**src/sv/cfrp_pkg.sv**
```systemverilog
// shared types and constants for the command frame receive parser
// no dependencies; imported by every module of the block

package cfrp_pkg;

  localparam int unsigned BYTE_W   = 8;
  localparam int unsigned ID_W     = 16;
  localparam int unsigned CFG_IDX_W = 8;

  // register indexes on the configuration port
  localparam logic [CFG_IDX_W-1:0] CFG_FIRST_START  = 8'd0;
  localparam logic [CFG_IDX_W-1:0] CFG_SECOND_START = 8'd1;

  // reset values of the sync bytes
  localparam logic [BYTE_W-1:0] FIRST_START_RESET  = 8'd34;
  localparam logic [BYTE_W-1:0] SECOND_START_RESET = 8'd105;

  // header bytes counted by the length byte
  localparam logic [BYTE_W-1:0] MIN_LENGTH = 8'd6;

  // result kinds
  localparam logic KIND_HEADER  = 1'b0;
  localparam logic KIND_PAYLOAD = 1'b1;

  typedef struct packed {
    logic              kind;
    logic [ID_W-1:0]   hw_id;
    logic [ID_W-1:0]   message_id;
    logic [BYTE_W-1:0] route;
    logic [BYTE_W-1:0] opcode;
    logic [BYTE_W-1:0] message_length;
    logic [BYTE_W-1:0] payload_byte;
    logic [BYTE_W-1:0] payload_index;
    logic              last;
  } frame_result_t;

endpackage

```
**src/sv/cfrp_front.sv**
```systemverilog
// front end: sync byte hunt, header capture and result classification
// depends on cfrp_pkg; pushes finished results into cfrp_queue

module cfrp_front import cfrp_pkg::*; (
  input  logic                 clk,
  input  logic                 rst,
  input  logic                 cfg_valid,
  input  logic [CFG_IDX_W-1:0] cfg_index,
  input  logic [BYTE_W-1:0]    cfg_data,
  input  logic                 in_valid,
  output logic                 in_ready,
  input  logic [BYTE_W-1:0]    rx_byte,
  input  logic                 queue_full,
  output logic                 push,
  output frame_result_t        push_data
);

  localparam logic [3:0] PH_START0  = 4'd0;
  localparam logic [3:0] PH_START1  = 4'd1;
  localparam logic [3:0] PH_LEN     = 4'd2;
  localparam logic [3:0] PH_HW_LO   = 4'd3;
  localparam logic [3:0] PH_HW_HI   = 4'd4;
  localparam logic [3:0] PH_ID_LO   = 4'd5;
  localparam logic [3:0] PH_ID_HI   = 4'd6;
  localparam logic [3:0] PH_ROUTE   = 4'd7;
  localparam logic [3:0] PH_OPCODE  = 4'd8;
  localparam logic [3:0] PH_PAYLOAD = 4'd9;

  logic [BYTE_W-1:0] first_start_byte;
  logic [BYTE_W-1:0] second_start_byte;
  logic [3:0]        phase;
  logic [3:0]        phase_next;
  logic [ID_W-1:0]   held_hw_id;
  logic [ID_W-1:0]   held_message_id;
  logic [BYTE_W-1:0] held_length;
  logic [BYTE_W-1:0] held_route;
  logic [BYTE_W-1:0] held_opcode;
  logic [BYTE_W-1:0] payload_remaining;
  logic [BYTE_W-1:0] payload_position;
  logic              emits;
  logic              accept;
  logic              fin_header;
  logic              fin_payload;

  // only the opcode and payload phases produce a result
  assign emits      = (phase == PH_OPCODE) || (phase == PH_PAYLOAD);
  assign in_ready   = !emits || !queue_full;
  assign accept     = in_valid && in_ready;
  assign fin_header  = (payload_remaining == '0);
  assign fin_payload = (payload_remaining <= 8'd1);

  always_ff @(posedge clk) begin
    if (rst) begin
      first_start_byte  <= FIRST_START_RESET;
      second_start_byte <= SECOND_START_RESET;
    end else if (cfg_valid) begin
      if (cfg_index == CFG_FIRST_START) begin
        first_start_byte <= cfg_data;
      end else if (cfg_index == CFG_SECOND_START) begin
        second_start_byte <= cfg_data;
      end
    end
  end

  always_comb begin
    phase_next = phase;
    case (phase)
      PH_START1:  phase_next = (rx_byte == second_start_byte) ? PH_LEN : PH_START0;
      PH_LEN:     phase_next = (rx_byte >= MIN_LENGTH) ? PH_HW_LO : PH_START0;
      PH_HW_LO:   phase_next = PH_HW_HI;
      PH_HW_HI:   phase_next = PH_ID_LO;
      PH_ID_LO:   phase_next = PH_ID_HI;
      PH_ID_HI:   phase_next = PH_ROUTE;
      PH_ROUTE:   phase_next = PH_OPCODE;
      PH_OPCODE:  phase_next = fin_header ? PH_START0 : PH_PAYLOAD;
      PH_PAYLOAD: phase_next = fin_payload ? PH_START0 : PH_PAYLOAD;
      default:    phase_next = (rx_byte == first_start_byte) ? PH_START1 : PH_START0;
    endcase
  end

  always_ff @(posedge clk) begin
    if (rst) begin
      phase             <= PH_START0;
      payload_remaining <= '0;
      payload_position  <= '0;
    end else if (accept) begin
      phase <= phase_next;
      case (phase)
        PH_START1: begin
          payload_remaining <= '0;
          payload_position  <= '0;
        end
        PH_LEN: begin
          payload_remaining <= (rx_byte >= MIN_LENGTH) ? (rx_byte - MIN_LENGTH) : '0;
          payload_position  <= '0;
        end
        PH_PAYLOAD: begin
          payload_remaining <= fin_payload ? '0 : (payload_remaining - 8'd1);
          payload_position  <= fin_payload ? '0 : (payload_position + 8'd1);
        end
        default: begin
        end
      endcase
    end
  end

  always_ff @(posedge clk) begin
    if (rst) begin
      held_hw_id      <= '0;
      held_message_id <= '0;
      held_length     <= '0;
      held_route      <= '0;
      held_opcode     <= '0;
    end else if (accept) begin
      case (phase)
        PH_LEN:    if (rx_byte >= MIN_LENGTH) held_length <= rx_byte;
        PH_HW_LO:  held_hw_id[7:0]       <= rx_byte;
        PH_HW_HI:  held_hw_id[15:8]      <= rx_byte;
        PH_ID_LO:  held_message_id[7:0]  <= rx_byte;
        PH_ID_HI:  held_message_id[15:8] <= rx_byte;
        PH_ROUTE:  held_route            <= rx_byte;
        PH_OPCODE: held_opcode           <= rx_byte;
        default: begin
        end
      endcase
    end
  end

  // the header result takes the opcode straight from the incoming beat
  assign push = accept && emits;

  always_comb begin
    push_data.hw_id          = held_hw_id;
    push_data.message_id     = held_message_id;
    push_data.route          = held_route;
    push_data.message_length = held_length;
    if (phase == PH_OPCODE) begin
      push_data.kind          = KIND_HEADER;
      push_data.opcode        = rx_byte;
      push_data.payload_byte  = '0;
      push_data.payload_index = '0;
      push_data.last          = fin_header;
    end else begin
      push_data.kind          = KIND_PAYLOAD;
      push_data.opcode        = held_opcode;
      push_data.payload_byte  = rx_byte;
      push_data.payload_index = payload_position;
      push_data.last          = fin_payload;
    end
  end

endmodule

```
**src/sv/cfrp_queue.sv**
```systemverilog
// small result queue between the front end and the output stage
// depends on cfrp_pkg for the result type

module cfrp_queue import cfrp_pkg::*; #(
  parameter int unsigned DEPTH = 4
) (
  input  logic          clk,
  input  logic          rst,
  input  logic          push,
  input  frame_result_t push_data,
  output logic          full,
  input  logic          pop,
  output logic          empty,
  output frame_result_t pop_data
);

  localparam int unsigned PTR_W = (DEPTH > 1) ? $clog2(DEPTH) : 1;
  localparam int unsigned CNT_W = $clog2(DEPTH + 1);
  localparam logic [PTR_W-1:0] LAST_PTR = PTR_W'(DEPTH - 1);
  localparam logic [CNT_W-1:0] FULL_CNT = CNT_W'(DEPTH);

  frame_result_t    mem [DEPTH];
  logic [PTR_W-1:0] wr_ptr;
  logic [PTR_W-1:0] rd_ptr;
  logic [CNT_W-1:0] count;
  logic             do_push;
  logic             do_pop;

  assign full     = (count == FULL_CNT);
  assign empty    = (count == '0);
  assign do_push  = push && !full;
  assign do_pop   = pop && !empty;
  assign pop_data = mem[rd_ptr];

  always_ff @(posedge clk) begin
    if (do_push) begin
      mem[wr_ptr] <= push_data;
    end
  end

  always_ff @(posedge clk) begin
    if (rst) begin
      wr_ptr <= '0;
      rd_ptr <= '0;
      count  <= '0;
    end else begin
      if (do_push) begin
        wr_ptr <= (wr_ptr == LAST_PTR) ? '0 : (wr_ptr + 1'b1);
      end
      if (do_pop) begin
        rd_ptr <= (rd_ptr == LAST_PTR) ? '0 : (rd_ptr + 1'b1);
      end
      case ({do_push, do_pop})
        2'b10:   count <= count + 1'b1;
        2'b01:   count <= count - 1'b1;
        default: count <= count;
      endcase
    end
  end

endmodule

```
**src/sv/cfrp_back.sv**
```systemverilog
// output stage: registered result beat toward the receiver
// depends on cfrp_pkg; drains cfrp_queue

module cfrp_back import cfrp_pkg::*; (
  input  logic          clk,
  input  logic          rst,
  input  logic          queue_empty,
  input  frame_result_t queue_data,
  output logic          pop,
  output logic          out_valid,
  input  logic          out_ready,
  output frame_result_t out_data
);

  logic load;

  assign load = !queue_empty && (!out_valid || out_ready);
  assign pop  = load;

  always_ff @(posedge clk) begin
    if (rst) begin
      out_valid <= 1'b0;
    end else if (load) begin
      out_valid <= 1'b1;
    end else if (out_ready) begin
      out_valid <= 1'b0;
    end
  end

  always_ff @(posedge clk) begin
    if (load) begin
      out_data <= queue_data;
    end
  end

endmodule

```
**src/sv/command_frame_receive_parser.sv**
```systemverilog
// top level of the command frame receive parser
// depends on cfrp_pkg, cfrp_front, cfrp_queue and cfrp_back
//
// usage:
// - input channel: one received serial byte per beat (in_valid / in_ready / rx_byte)
// - output channel: one result per beat, a header result on the opcode byte of a
//   frame, then one result per payload byte; last marks the final result of a frame
// - config channel: cfg_index 0 sets the first sync byte, 1 the second; other
//   indexes are accepted and ignored; cfg_ready is always high
// - throughput: one byte per cycle while in_ready is high, and the output stage
//   issues one result per cycle while the queue holds results and out_ready is high
// - result path: the result of an accepted byte is written into the queue, then
//   into the output register
// - stall: when the receiver holds out_ready low the queue fills; once full,
//   in_ready drops only in the opcode and payload phases, earlier header bytes keep flowing
// - reset: synchronous, clears the parse state, the queue and the output valid,
//   and restores the sync bytes to 34 and 105

module command_frame_receive_parser import cfrp_pkg::*; #(
  parameter int unsigned QUEUE_DEPTH = 4
) (
  input  logic                 clk,
  input  logic                 rst,
  input  logic                 cfg_valid,
  output logic                 cfg_ready,
  input  logic [CFG_IDX_W-1:0] cfg_index,
  input  logic [BYTE_W-1:0]    cfg_data,
  input  logic                 in_valid,
  output logic                 in_ready,
  input  logic [BYTE_W-1:0]    rx_byte,
  output logic                 out_valid,
  input  logic                 out_ready,
  output logic                 kind,
  output logic [ID_W-1:0]      hw_id,
  output logic [ID_W-1:0]      message_id,
  output logic [BYTE_W-1:0]    route,
  output logic [BYTE_W-1:0]    opcode,
  output logic [BYTE_W-1:0]    message_length,
  output logic [BYTE_W-1:0]    payload_byte,
  output logic [BYTE_W-1:0]    payload_index,
  output logic                 last
);

  logic          queue_full;
  logic          queue_empty;
  logic          push;
  logic          pop;
  frame_result_t push_data;
  frame_result_t queue_data;
  frame_result_t out_data;

  // config writes are always accepted and go straight into the sync byte registers
  assign cfg_ready = 1'b1;

  cfrp_front u_front (
    .clk        (clk),
    .rst        (rst),
    .cfg_valid  (cfg_valid),
    .cfg_index  (cfg_index),
    .cfg_data   (cfg_data),
    .in_valid   (in_valid),
    .in_ready   (in_ready),
    .rx_byte    (rx_byte),
    .queue_full (queue_full),
    .push       (push),
    .push_data  (push_data)
  );

  // decouples parsing from a stalled receiver
  cfrp_queue #(
    .DEPTH (QUEUE_DEPTH)
  ) u_queue (
    .clk       (clk),
    .rst       (rst),
    .push      (push),
    .push_data (push_data),
    .full      (queue_full),
    .pop       (pop),
    .empty     (queue_empty),
    .pop_data  (queue_data)
  );

  cfrp_back u_back (
    .clk         (clk),
    .rst         (rst),
    .queue_empty (queue_empty),
    .queue_data  (queue_data),
    .pop         (pop),
    .out_valid   (out_valid),
    .out_ready   (out_ready),
    .out_data    (out_data)
  );

  // unpack the result beat onto the field ports
  assign kind           = out_data.kind;
  assign hw_id          = out_data.hw_id;
  assign message_id     = out_data.message_id;
  assign route          = out_data.route;
  assign opcode         = out_data.opcode;
  assign message_length = out_data.message_length;
  assign payload_byte   = out_data.payload_byte;
  assign payload_index  = out_data.payload_index;
  assign last           = out_data.last;

endmodule

```
**config.mk**
```make
export PLATFORM = sky130hd
export DESIGN_NAME = command_frame_receive_parser
export DESIGN_NICKNAME = d
export VERILOG_FILES = /design/src/sv/cfrp_pkg.sv /design/src/sv/cfrp_front.sv /design/src/sv/cfrp_queue.sv /design/src/sv/cfrp_back.sv /design/src/sv/command_frame_receive_parser.sv
export SDC_FILE = /design/constraint.sdc
export NUM_CORES = 1
export LEC_CHECK = 0
export ABC_CLOCK_PERIOD_IN_PS = 13600
export BUFFER_PORTS_ARGS = -buffer_cell sky130_fd_sc_hd__buf_2
export CAP_MARGIN = 20
export CORE_MARGIN = 2
export CORE_UTILIZATION = 68
export CTS_BUF_LIST = sky130_fd_sc_hd__clkbuf_8
export CTS_CLUSTER_DIAMETER = 80
export CTS_CLUSTER_SIZE = 10
export DETAILED_ROUTE_END_ITERATION = 7
export GPL_ROUTABILITY_DRIVEN = 0
export HOLD_SLACK_MARGIN = 0.06
export PLACE_DENSITY = 0.88
export SLEW_MARGIN = 15
export SYNTH_ARGS = -nofsm -noshare
export SYNTH_HDL_FRONTEND = slang
export SYNTH_SLANG_ARGS = --single-unit
```
**constraint.sdc**
```tcl
create_clock -name clk -period 13.6 [get_ports clk]
set_input_delay 0.68 -clock clk [delete_from_list [all_inputs] [get_ports clk]]
set_output_delay 0.68 -clock clk [all_outputs]
set_load 0.005 [all_outputs]
```
==> results of run 1 <==
metal layers:
metal  track usage (%)  vias to the layer above  wire length [um]
met2              40.2                      369             16900
li1                  -                     4115                 -
met1              32.1                     4629             13000
met4              9.38                        0               944
met3              4.27                       76              2080
met5                 0                        -                 0
layout make-up:
cell class,instances,area (um2),area share (%)
sequential,470,13100,66.9
multi-input combinational,467,4420,22.6
clock inverter,44,173,0.880
tap,335,419,2.14
inverter,12,45.0,0.230
timing repair buffer,118,708,3.61
clock buffer,53,729,3.72
kinds of logic after synthesis:
logic type                 after synthesis  share of synthesized area, %
buffers and inverters                   69                          1.59
AOI/OAI and AO/OA                       69                          2.63
adders and majority gates               11                         0.815
muxes                                  160                          14.2
and+or+nand+nor                        205                          5.99
xor gates and xnor gates                21                          1.03
other                                    1                        0.0211
DFF                                    470                          73.7
tightest hold or removal path, cell delays in order:
cell	delay (ns)
buf_2	0.09
mux2i_1	0.06
nand2_1	0.06
stage by stage:
stage / hold slack (ns) / utilization, % / worst slack [ns]
after CTS: 0.301 / 75.2 / 10.29
after detailed placement: 0.484 / 71.7 / 10.05
after global placement: 0.466 / 71.7 / 10.15
final: 0.322 / 75.7 / 10.79
after floorplan: 0.453 / - / 7.33
after global routing: 0.338 / 75.7 / 10.64
cells in the mapped netlist, types with 8 or more instances:
library cell,number,area share [%]
a21oi_1,23,0.65
dfxtp_1,100,11
buf_1,8,0.17
and2_1,20,0.70
nand2_1,20,0.42
inv_1,11,0.23
mux2i_1,79,4.4
mux4_2,74,9.4
nor2_1,95,2.0
nor4_1,8,0.28
clkbuf_1,36,0.76
nand3_1,8,0.22
xor2_1,15,0.74
buf_2,10,0.28
o21ai_0,16,0.45
ha_1,10,0.70
edfxtp_1,370,62
sequential cells by signal (all words and copies together) (netlist names), 3 cells and up:
register and flops:
u_back.out_data 74, u_front.first_start_byte 8, u_front.held_hw_id 16, u_front.held_length 8
u_front.held_message_id 16, u_front.held_opcode 8, u_front.held_route 8, u_front.payload_position 8
u_front.payload_remaining 8, u_front.phase 4, u_front.second_start_byte 8, u_queue.count 3
u_queue.mem 296
worst paths after layout:
kind | from | end | slack [ns] | cells past startpoint
setup / recovery | u_front.phase[2] | u_queue.mem[0][4] | 10.79 | 4
hold / removal | cfg_data[6] | u_front.second_start_byte[6] | 0.32 | 3
setup reg to reg | u_front.phase[2] | u_queue.mem[0][4] | 10.79 | 4
hold reg to reg | u_front.second_start_byte[5] | u_front.second_start_byte[5] | 0.50 | 2
power by group through the flow:
| stage | Sequential, uW | Clock (uW) | Combinational, uW |
|---|---|---|---|
| after CTS | 1780 | 834 | 438 |
| final | 1770 | 820 | 450 |
| after floorplan | 1800 | 0 | 275 |
| after global routing | 1790 | 890 | 487 |
| after detailed placement | 1820 | 0 | 438 |
| after global placement | 1810 | 0 | 422 |
==> impl.org, run 1 <==
** Status
- Result of the run :: finished, final reports clean

** STA
- Clock period minus worst slack :: 2.81 ns
- Post-route setup TNS :: 0 ns
- On the final layout, the worst clock skew is 0.0263 ns.
- Total count of max-transition violations in the final report :: 0
- Final setup vio count :: 0
- Count of final hold-check violations :: 0
- Setup repair after global routing left no endpoint under its margin.
- Static timing analysis puts the maximum clock frequency at 0.355 GHz.
- In this run the tightest slew margin relative to its limit is 24.1%.
- The final critical path takes up 20.7% of the cycle.
- Worst-margin pin slew :: 1.13 ns

** Layout
- Relative to the synthesized area, the layout overhead comes to 10.2%.
- Cells with a size suffix above 1 make up 24.0% of the layout.
- Leaving out fill and tap cells, the most frequent cell in the layout is edfxtp_1.
- Cell Count, Final, Fillers Out :: 1499
- Number of antenna cells inserted :: 0
- In the layout the commonest cells are edfxtp_1 (370), buf_2 (104), dfxtp_1 (98), nor2_1 (95), mux2i_1 (79).
- For this run, the post-layout net count is 1161.
- After routing the design area is 19600 um2.
- Filler instances :: 1402

** Power
- The clock network is responsible for 27.0% of the overall power.
- Dividing total power by cell area gives a power density of 155 nW/um2.
- Worst vdd rail ir drop :: 0.000189 V
- The analysis attributes to cell leakage a power of 0.00694 uW.
- Net load switching power :: 758 uW
- Portion of total power attributed to sequential cells :: 58.2%
- Proportion of power drawn by combinational gates :: 14.8%
- Summing internal, switching and leakage power gives 3040 uW.
- The internal portion of the total power is 2280 uW.
- Net switching is 24.9% of the power.

** Clock tree
- Buffers inserted during clock tree synthesis total 52.
- Clock input transition at the sequential cells of the worst setup and hold paths :: 0.07 ns
- The cell sitting at the root of the clock tree is a clkbuf_8.
- The number of setup buffers added after CTS is 0.
- In this run the number of H-tree levels came out at 2.
- Clock insertion delay at the later pin of the skew report :: 0.59 ns
- Hold buffers post-CTS :: 0
- Number of buffers on the longest clock path :: 3
- Number of gates given a new drive strength after cts :: 0
- Clock tree from TritonCTS :: done
- CTS sink count :: 470

** Route
- Dividing the detail-routed via count by the number of cells gives 6.13.
- Detailed-router iteration count before antenna repair :: 5
- Vias after detailed routing :: 9189
- Total Routed Length :: 32900 um
- For this run, design rule violations remaining after detail routing come to 0.
- Detail Route Antenna Nets :: 0
- Dividing the detail-routed wire length by the instance count gives 21.9 um.
- 1st-iter DRT viols :: 915

** Critical path
- Grouping stages by cell kind, the critical path spends the most delay in simple AND/OR/NAND/NOR gates.
- Cells traversed along the worst timing path :: nand2b_1 -> nor4b_1 -> and2_4 -> buf_4
- Worst stage delay on the critical path :: 0.66 ns
- By startpoint and endpoint, the worst setup path is classified as register to register.
- In this run the worst path has a maximum fanout of 48.
- Worst path bufs/invs :: 1
- STA puts the critical path data required time at 13.80 ns.
- Cell with the largest stage delay on the worst path :: buf_4
- STA classifies the critical path startpoint as a register.
- Data arrival time of the critical path :: 3.02 ns
- STA classifies the critical path endpoint as a register.

** Global route
- Across every metal layer, demand over resource in global routing totals 24.0%.
- Initial antenna violation count :: 0
- Entering global routing, the biggest net connects 88 pins.
- After global routing the overflow that remains totals 0.
- The number of global-route vias before repair came to 9553.
- The first global-routing pass estimated 51300 um of wire.

** Die
- Top-Level Pins :: 106
- Die outline area :: 27500 um2
- Initial core utilization :: 68.7%
- In this run the vertical extent of the chip is 166 um.
- Chip width :: 166 um
- The floorplan has 59 rows.
- The core region is 25900 um2.

** Place
- Post-Place Cell Area :: 18600 um2
- Summed over all nets, the half-perimeter wirelength after detailed placement is 18600 um.
- In this run, placement finished with an instance count of 1396.
- Input and output buffers added on the ports amount to 104.

** Logic synthesis
- Primary FF master, synth :: edfxtp_1
- Synthesis instantiated 64 different standard cells from the library.
- Synthesis inferred 470 register bits.
- Yosys warns :: 0
- Sequential elements use 73.7% of the synthesized area.
- Gate count after technology mapping :: 1006
- Syn_area_per_cell :: 17.7 um2
- Synthesized Nets :: 1046
- Post-synthesis async set-or-reset flop share :: 0%
- The mapped netlist covers 17800 um2.
- Count of flip-flops with a built-in enable after synthesis :: 370

** Worst hold path
- In this run the worst hold path is classified as input port to register.

** Run
- Across the run, the number of max-cap violations was 0.
No activity file was read; power rests on OpenSTA's default activity.
==> inputs of run 2 (changes only) <==
--- a/config.mk
+++ b/config.mk
@@ -5,18 +5,18 @@
 export SDC_FILE = /design/constraint.sdc
 export NUM_CORES = 1
 export LEC_CHECK = 0
-export ABC_CLOCK_PERIOD_IN_PS = 13600
+export ABC_CLOCK_PERIOD_IN_PS = 2300
 export BUFFER_PORTS_ARGS = -buffer_cell sky130_fd_sc_hd__buf_2
 export CAP_MARGIN = 20
 export CORE_MARGIN = 2
-export CORE_UTILIZATION = 68
+export CORE_UTILIZATION = 57
 export CTS_BUF_LIST = sky130_fd_sc_hd__clkbuf_8
 export CTS_CLUSTER_DIAMETER = 80
 export CTS_CLUSTER_SIZE = 10
 export DETAILED_ROUTE_END_ITERATION = 7
 export GPL_ROUTABILITY_DRIVEN = 0
 export HOLD_SLACK_MARGIN = 0.06
-export PLACE_DENSITY = 0.88
+export PLACE_DENSITY = 0.78
 export SLEW_MARGIN = 15
 export SYNTH_ARGS = -nofsm -noshare
 export SYNTH_HDL_FRONTEND = slang
==> constraint.sdc (replaced) <==
create_clock -name clk -period 2.3 [get_ports clk]
set_input_delay 0.115 -clock clk [delete_from_list [all_inputs] [get_ports clk]]
set_output_delay 0.115 -clock clk [all_outputs]
set_load 0.005 [all_outputs]
==> run 2 against run 1 <==
Effect of this change:
- count of clock-buffer cells in the layout is 1 higher
- critical endpoint is now u_front.held_length[5]
- global-route usage is 3.2 points lower
- clock power grew to 5.9 times the previous value
- clock skew is 0.0087 ns lower
- critical path type unchanged
==> impl.org, run 2 (synthesis gave the netlist of run 1 again) <==
** Critical path
- Type of element capturing the critical path :: register
- The largest fanout on the critical path was 9 (-81%).
- Worst stage delay on the critical path :: 0.77 ns (+0.11 ns)
- Number of stages on the worst setup path :: 6 (+2)
- Cells traversed along the worst timing path :: or4b_2 -> a21oi_4 -> and2b_1 -> buf_4 -> mux2i_1 -> nor2_1
- The worst register-to-register path ends at u_front.held_length[5].
- R2r worst-path depth :: 6 (+2)
- Startpoint of the most critical register-to-register path :: u_front.phase[1]
- The worst endpoint data arrival time was 2.59 ns (-0.43 ns).
- Among all stages on the critical path, the largest delay is contributed by or4b_2.
- Type of origin of the critical path :: register
- Class of the most critical setup path :: register to register
- Worst path bufs/invs :: 1 (unchanged)
- Reg2reg setup slack :: 0.13 ns (-10.66 ns)
- Top cell family by delay on the critical path :: simple AND/OR/NAND/NOR gates
- The worst path required time came to 2.72 ns (-11.08 ns).

** Global route
- Initial antenna violation count :: 0 (unchanged)
- Vias in the first global route :: 9621 (+0.71%)
- Global-route congestion overflow total :: 0 (unchanged)
- The overall track demand over capacity in global routing was 20.9% (-3.2 points).
- Maximum number of pins on one net before global-route repair :: 77 (-13%)
- The global-route wire length before repair is 53000 um (+3.3%).

** STA
- Clock period minus worst slack :: 2.17 ns (-0.640 ns)
- Final setup skew :: 0.0176 ns (-0.00872 ns)
- The worst-case headroom to the max-slew limit was 39.0% (+15 points).
- The total of endpoints with negative setup slack in the final report was 0 (unchanged).
- Post-route setup TNS :: 0 ns (unchanged)
- Max frequency :: 0.460 GHz (+29%)
- Worst hold margin :: 0.266 ns (-0.0561 ns)
- Setup repair after global routing left no endpoint under its margin.
- The actual slew at the worst max-slew pin is 0.915 ns (-0.219 ns).
- Final Cycle Share :: 94.6% (+74 points)
- The hold violation count in the final report is 0 (unchanged).
- Total count of max-transition violations in the final report :: 0 (unchanged)

** Power
- The sequential group share of total power is 57.1% (-1.1 points).
- Internal Pwr Total :: 13700 uW (+500%)
- P per Cell Area :: 889 nW/um2 (+470%)
- The share of power burned in combinational logic came to 16.2% (+1.4 points).
- Net load switching power :: 4510 uW (+490%)
- The part of the total power dissipated in the clock network was 26.7% (-0.3 points).
- The switching fraction of total power came to 24.8% (-0.14 points).
- The worst vdd rail ir drop is 0.000684 V (+260%).
- The leakage power is 0.00724 uW (+4.4%).

** Worst hold path
- Beginning of the worst hold path :: cfg_index[7]
- Path class of the lowest-slack min-delay path :: input port to register
- The depth of the worst hold-timing path was 5 (+2).
- The path with the worst hold slack has its endpoint at u_front.second_start_byte[3].

** Layout
- The flip-flop count of the largest register after layout is 296 (unchanged).
- Leaving out fill and tap cells, the most frequent cell in the layout is edfxtp_1.
- Most used cells in the layout excluding fill and tap cells :: edfxtp_1 (370), buf_2 (103), nor2_1 (95), dfxtp_1 (95), mux2i_1 (79)
- The area taken by multi-input logic gates came to 4450 um2 (+0.68%).
- The post-layout net count is 1224 (+5.4%).
- Register with the most flip-flops :: u_queue.mem
- Util after Layout :: 66.6% (-9.1 points)
- Compared with the post-synthesis result, the final layout area differs by 14.7%.
- Layout cell share with drive strength beyond 1 :: 26.6% (+2.6 points)
- Filler instances :: 2006 (+43%)
- Cell Count, Final, Fillers Out :: 1622 (+8.2%)
- The largest registers in the layout are u_queue.mem: 296 flops, u_back.out_data: 74 flops.
- Number of antenna cells inserted :: 0 (unchanged)
- Reg area :: 13100 um2 (about the same)

** Die
- Die extent in y :: 181 um (+9.0%)
- The placeable core region was 30700 um2 (+18%).
- The initial standard-cell utilization of the core came to 58.0% (-11 points).
- Chip width :: 181 um (+9.0%)
- Die outline area :: 32700 um2 (+19%)
- Std-Cell Rows :: 64 (+8.5%)
- Top-Level Pins :: 106 (unchanged)

** Clock tree
- Number of buffers on the longest clock path :: 3 (unchanged)
- Library cell used as clock root buffer :: clkbuf_8
- The post-CTS setup repair buffer count was 0 (unchanged).
- Clock input transition at the sequential cells of the worst setup and hold paths :: 0.08 ns (about the same)
- TritonCTS built the clock tree.
- The clock insertion delay at the later pin of the skew report was 0.58 ns (about the same).
- H-tree lvl count :: 2 (unchanged)
- CTS sink count :: 470 (unchanged)
- The number of CTS-inserted buffers is 52 (unchanged).

** Route
- The violation count after the first detailed-routing iteration is 880 (-3.8%).
- The number of DRC violations after detailed routing came to 0 (unchanged).
- The number of vias in the routed layout is 9383 (+2.1%).
- The final wirelength is 33700 um (+2.4%).
- Wire length per cell after detailed routing :: 20.8 um (-5.4%)
- The via density per instance came to 5.78 (-5.6%).
- Detail Route Antenna Nets :: 0 (unchanged)
- The number of detailed-routing iterations run before antenna repair came to 5 (unchanged).

** Place
- The detailed placer's ending HPWL came to 20700 um (+11%).
- Placed cell count :: 1500 (+7.4%)
- Count of buffers from port buffering :: 104 (unchanged)

** Status
- The run finished with clean final reports.

** Run
- The number of max-capacitance violations reported came to 0 (unchanged).
## run 2: timing repair
action,4_1_cts,5_1_grt
setup endpoints to repair,0,6
hold buffers,26,0
resized for setup,0,2
hold endpoints to repair,61,0
## run 2: tightest hold or removal path, delay by kind of cell
| family | cells | cell delay [ns] |
|---|---|---|
| and+or+nand+nor | 3 | 0.48 |
| buffers and inverters | 1 | 0.09 |
| muxes | 1 | 0.14 |
## run 2: per-layer routing
layer,wire (um),up-vias,track usage (%)
met3,1970,56,3.39
met5,0,-,0
li1,-,4254,-
met1,13900,4752,28.4
met4,629,0,6.00
met2,17100,321,35.3
## run 2: layout make-up
type	instances	area share (%)
flip-flops and latches	470	64.3
inverters	12	0.221
multi-input cells	467	21.8
repair buffers	181	6.81
clock buffers	54	3.64
clock inverters	42	0.797
well taps	396	2.43
## run 2: per-stage QoR
stage / cell area, um2 / power (uW) / setup slack, ns
finish: 20400 / 18200 / 0.125
global route: 20400 / 19000 / 0.0371
CTS: 20400 / 18400 / 0.126
detailed placement: 19200 / 13600 / 0.152
global placement: 19200 / 13500 / 0.229
floorplan: 17800 / 12200 / -0.783
## run 2: how the worst max path moves through the flow
stage                     slack (ns)                          end                          from
after floorplan                -0.78             u_queue.count[2]              u_queue.count[1]
after global placement          0.23             u_queue.count[2]              u_queue.count[2]
after detailed placement        0.15             u_queue.count[2]              u_queue.count[2]
after CTS                       0.13             u_queue.count[2]              u_queue.count[2]
after global routing            0.04  u_front.payload_position[7]  u_front.payload_remaining[7]
final                           0.13       u_front.held_length[5]              u_front.phase[1]
## run 2: power by group through the flow
stage / sequential (uW) / combinational (uW) / clock [uW]
6_report: 10400 / 2950 / 4840
5_1_grt: 10500 / 3200 / 5300
4_1_cts: 10400 / 3040 / 4970
3_5_place_dp: 10600 / 3000 / 0
3_3_place_gp: 10500 / 2940 / 0
2_1_floorplan: 10600 / 1670 / 0
==> inputs of run 3 (changes only) <==
--- a/config.mk
+++ b/config.mk
@@ -16,7 +16,7 @@
 export DETAILED_ROUTE_END_ITERATION = 7
 export GPL_ROUTABILITY_DRIVEN = 0
 export HOLD_SLACK_MARGIN = 0.06
-export PLACE_DENSITY = 0.78
+export PLACE_DENSITY = 0.84
 export SLEW_MARGIN = 15
 export SYNTH_ARGS = -nofsm -noshare
 export SYNTH_HDL_FRONTEND = slang
==> constraint.sdc (replaced) <==
create_clock -name clk -period 2.3 [get_ports clk]
set_input_delay 0.46 -clock clk [delete_from_list [all_inputs] [get_ports clk]]
set_output_delay 0.46 -clock clk [all_outputs]
set_load 0.005 [all_outputs]
==> run 3 against run 2 <==
Effect of this change:
- non-clock buffer count fell by 18
- design area fell by 1.2%
- global-route usage fell by 0.50 points
- highest routed layer unchanged
==> impl.org, run 3 (synthesis gave the netlist of run 1 again) <==
** Status
- Result of the run :: finished, final reports clean

** STA
- Final Cycle Share :: 95.4% (+0.81 points)
- The setup total negative slack came to 0 ns (unchanged).
- Final setup skew :: 0.0250 ns (+0.00742 ns)
- Total count of max-transition violations in the final report :: 0 (unchanged)
- The post-route minimum period is 2.19 ns (+0.0186 ns).
- The minimum hold slack is 0.128 ns (-0.138 ns).
- Count of final hold-check violations :: 0 (unchanged)
- The actual slew at the worst max-slew pin is 0.700 ns (-0.215 ns).
- The total of endpoints with negative setup slack in the final report was 0 (unchanged).
- The worst-case headroom to the max-slew limit came to 52.9% (+14 points).
- The maximum achievable frequency is 0.456 GHz (-0.85%).

** Layout
- Signed area change from the synthesized netlist to the final layout :: 13.3%
- In the layout the commonest cells are edfxtp_1 (370), buf_2 (104), dfxtp_1 (96), nor2_1 (94), mux2i_1 (79).
- Util after Layout :: 65.8% (-0.81 points)
- The number of fillers in the final layout is 2002 (-0.20%).
- Ranked by flip-flop count, first place goes to u_queue.mem.
- Design Area, Final :: 20200 um2 (-1.2%)
- The fraction of final layout cells sized beyond drive strength 1 is 27.6% (+1.0 points).
- Total Nets Final :: 1206 (-1.5%)
- The flip-flop count of the largest register after layout was 296 (unchanged).
- Number of antenna cells inserted :: 0 (unchanged)
- The largest registers in the layout are u_queue.mem: 296 flops, u_back.out_data: 74 flops.
- The library cell used most frequently in the layout, excluding fill and tap cells, is edfxtp_1.

** Critical path
- The reg-to-reg setup timing slack is 0.15 ns (+0.02 ns).
- Maximum net fanout on the critical path :: 9 (unchanged)
- Capture instance of the worst register-to-register path :: u_front.held_length[7]
- In this run the critical register-to-register path is launched from u_front.phase[1].
- Class of the most critical setup path :: register to primary output
- Data arrival time of the critical path :: 1.73 ns (-0.86 ns)
- The worst path required time was 1.84 ns (-0.88 ns).
- STA classifies the critical path endpoint as a primary output.
- The worst setup path is launched from a register.
- The number of cells on the worst reg-to-reg path came to 6 (unchanged).

** Power
- Portion of total power attributed to sequential cells :: 56.9% (-0.2 points)
- Clock network fraction of total power :: 26.9% (+0.2 points)
- The worst vdd rail ir drop came to 0.000644 V (-5.8%).
- The share of power burned in combinational logic was 16.3% (about the same).
- The net switching power is 4500 uW (-0.20%).
- P per Cell Area :: 898 nW/um2 (+0.99%)
- The leakage power was 0.00716 uW (-1.1%).
- The switching fraction of total power was 24.8% (about the same).
- The cell internal power dissipation came to 13600 uW (-0.26%).

** Place
- Half-perimeter wire length after placement :: 20200 um (-2.0%)
- The placed cell area was 19200 um2 (-0.16%).
- The number of buffers inserted by port buffering was 104 (unchanged).

** Route
- The detailed-route wire length per cell is 20.5 um (-1.4%).
- The via density per instance is 5.80 (+0.24%).
- The number of vias in the routed layout is 9307 (-0.81%).
- The final wirelength was 32900 um (-2.4%).
- Remaining design rule violation count :: 0 (unchanged)
- The number of antenna-violating nets in the routed design was 0 (unchanged).
- The number of detailed-routing iterations run before antenna repair is 5 (unchanged).
- 1st-iter DRT viols :: 900 (+2.3%)

** Run
- Maximum capacitance violations :: 0 (unchanged)

** Clock tree
- The number of clock sinks seen by CTS came to 470 (unchanged).
- The tree is rooted in a clkbuf_8.
- The clock input transition at the sequential cells of the worst setup and hold paths came to 0.07 ns (about the same).
- H-tree lvl count :: 2 (unchanged)
- The number of CTS-inserted buffers came to 52 (unchanged).
- The maximum number of buffers from clock root to sink is 3 (unchanged).
- Clock insertion delay at the later pin of the skew report :: 0.59 ns (about the same)
- TritonCTS built the clock tree.

** Die
- Std-Cell Rows :: 64 (unchanged)
- Top-Level Pins :: 106 (unchanged)
- Chip width :: 181 um (unchanged)
- Core region area :: 30700 um2 (unchanged)
- The initial standard-cell utilization of the core is 58.0% (unchanged).
- Die outline area :: 32700 um2 (unchanged)
- Die extent in y :: 181 um (unchanged)

** Worst hold path
- The tightest min-delay check is of the input port to register type.
- For hold timing, the worst endpoint is u_front.first_start_byte[1].
- Beginning of the worst hold path :: cfg_data[1]
- The depth of the worst hold-timing path is 3 (-2).

** Global route
- Initial antenna violation count :: 0 (unchanged)
- Global-route congestion overflow total :: 0 (unchanged)
- The number of global-route vias before repair is 9516 (-1.1%).
- The pin count of the biggest net entering global routing is 77 (unchanged).
- Wire length of the first global-routing pass :: 51800 um (-2.1%)
- The overall track demand over capacity in global routing is 20.4% (-0.50 points).
==> run 3: cell types whose count changed in the layout (fill, tap and decap cells not counted), moves of 2 or more <==
cell           change
buf_12             -4
dlygate4sd3_1     -26
buf_4             +11
nor3_1             +2
dfxtp_4            -2
==> run 3: final cells by class <==
cell class	instances	area, um2	share of cell area, %
Tap cell	396	495	2.46
Sequential cell	470	13100	65.1
Timing Repair Buffer	163	1140	5.64
Clock buffer	53	729	3.62
Multi-Input combinational cell	467	4450	22.0
Inverter	12	57.6	0.285
Clock inverter	44	183	0.906
==> run 3: through the flow <==
step	setup WS (ns)	power [uW]	instances
3_5_place_dp	0.0548	13500	1504
4_1_cts	0.0432	18300	1601
5_1_grt	-0.00548	18900	1605
2_1_floorplan	-0.935	12200	1006
3_3_place_gp	0.0856	13500	1504
6_report	0.107	18100	1605
==> run 3: worst max-delay path by stage <==
stage	start	end	slack (ns)
finish	u_front.phase[1]	in_ready	0.11
global placement	cfg_index[1]	u_front.first_start_byte[7]	0.09
global route	u_front.payload_remaining[0]	u_front.payload_position[7]	-0.005
CTS	u_front.phase[1]	in_ready	0.04
detailed placement	cfg_index[1]	u_front.first_start_byte[0]	0.05
floorplan	out_ready	u_queue.count[2]	-0.94
==> run 3: worst max-delay path, cell delays in order, from the launching register on <==
cell and delay (ns):
dfxtp_1 0.39, buf_4 0.20, nor2_2 0.23, nand3_2 0.16, buf_2 0.16
==> run 3: power by group through the flow <==
stage	Combinational, uW	Clock (uW)	Sequential [uW]
floorplan	1660	0	10600
global placement	2980	0	10500
detailed placement	3030	0	10500
CTS	3030	4980	10300
global route	3210	5330	10400
finish	2950	4870	10300
==> run 3: per-layer routing <==
| layer | share of wire (%) | up-vias | GRT usage [%] |
|---|---|---|---|
| met4 | 1.7 | 0 | 5.06 |
| met3 | 6.2 | 54 | 3.37 |
| met5 | 0 | - | 0 |
| met2 | 50 | 321 | 34.0 |
| li1 | - | 4210 | - |
| met1 | 42 | 4722 | 28.4 |
==> run 3: timing repair <==
action,in CTS,in global routing
endpoints found under the setup margin,1,3
buffers inserted,0,4
pin swaps,0,1
gates resized for setup,1,4
hold buffers,0,0
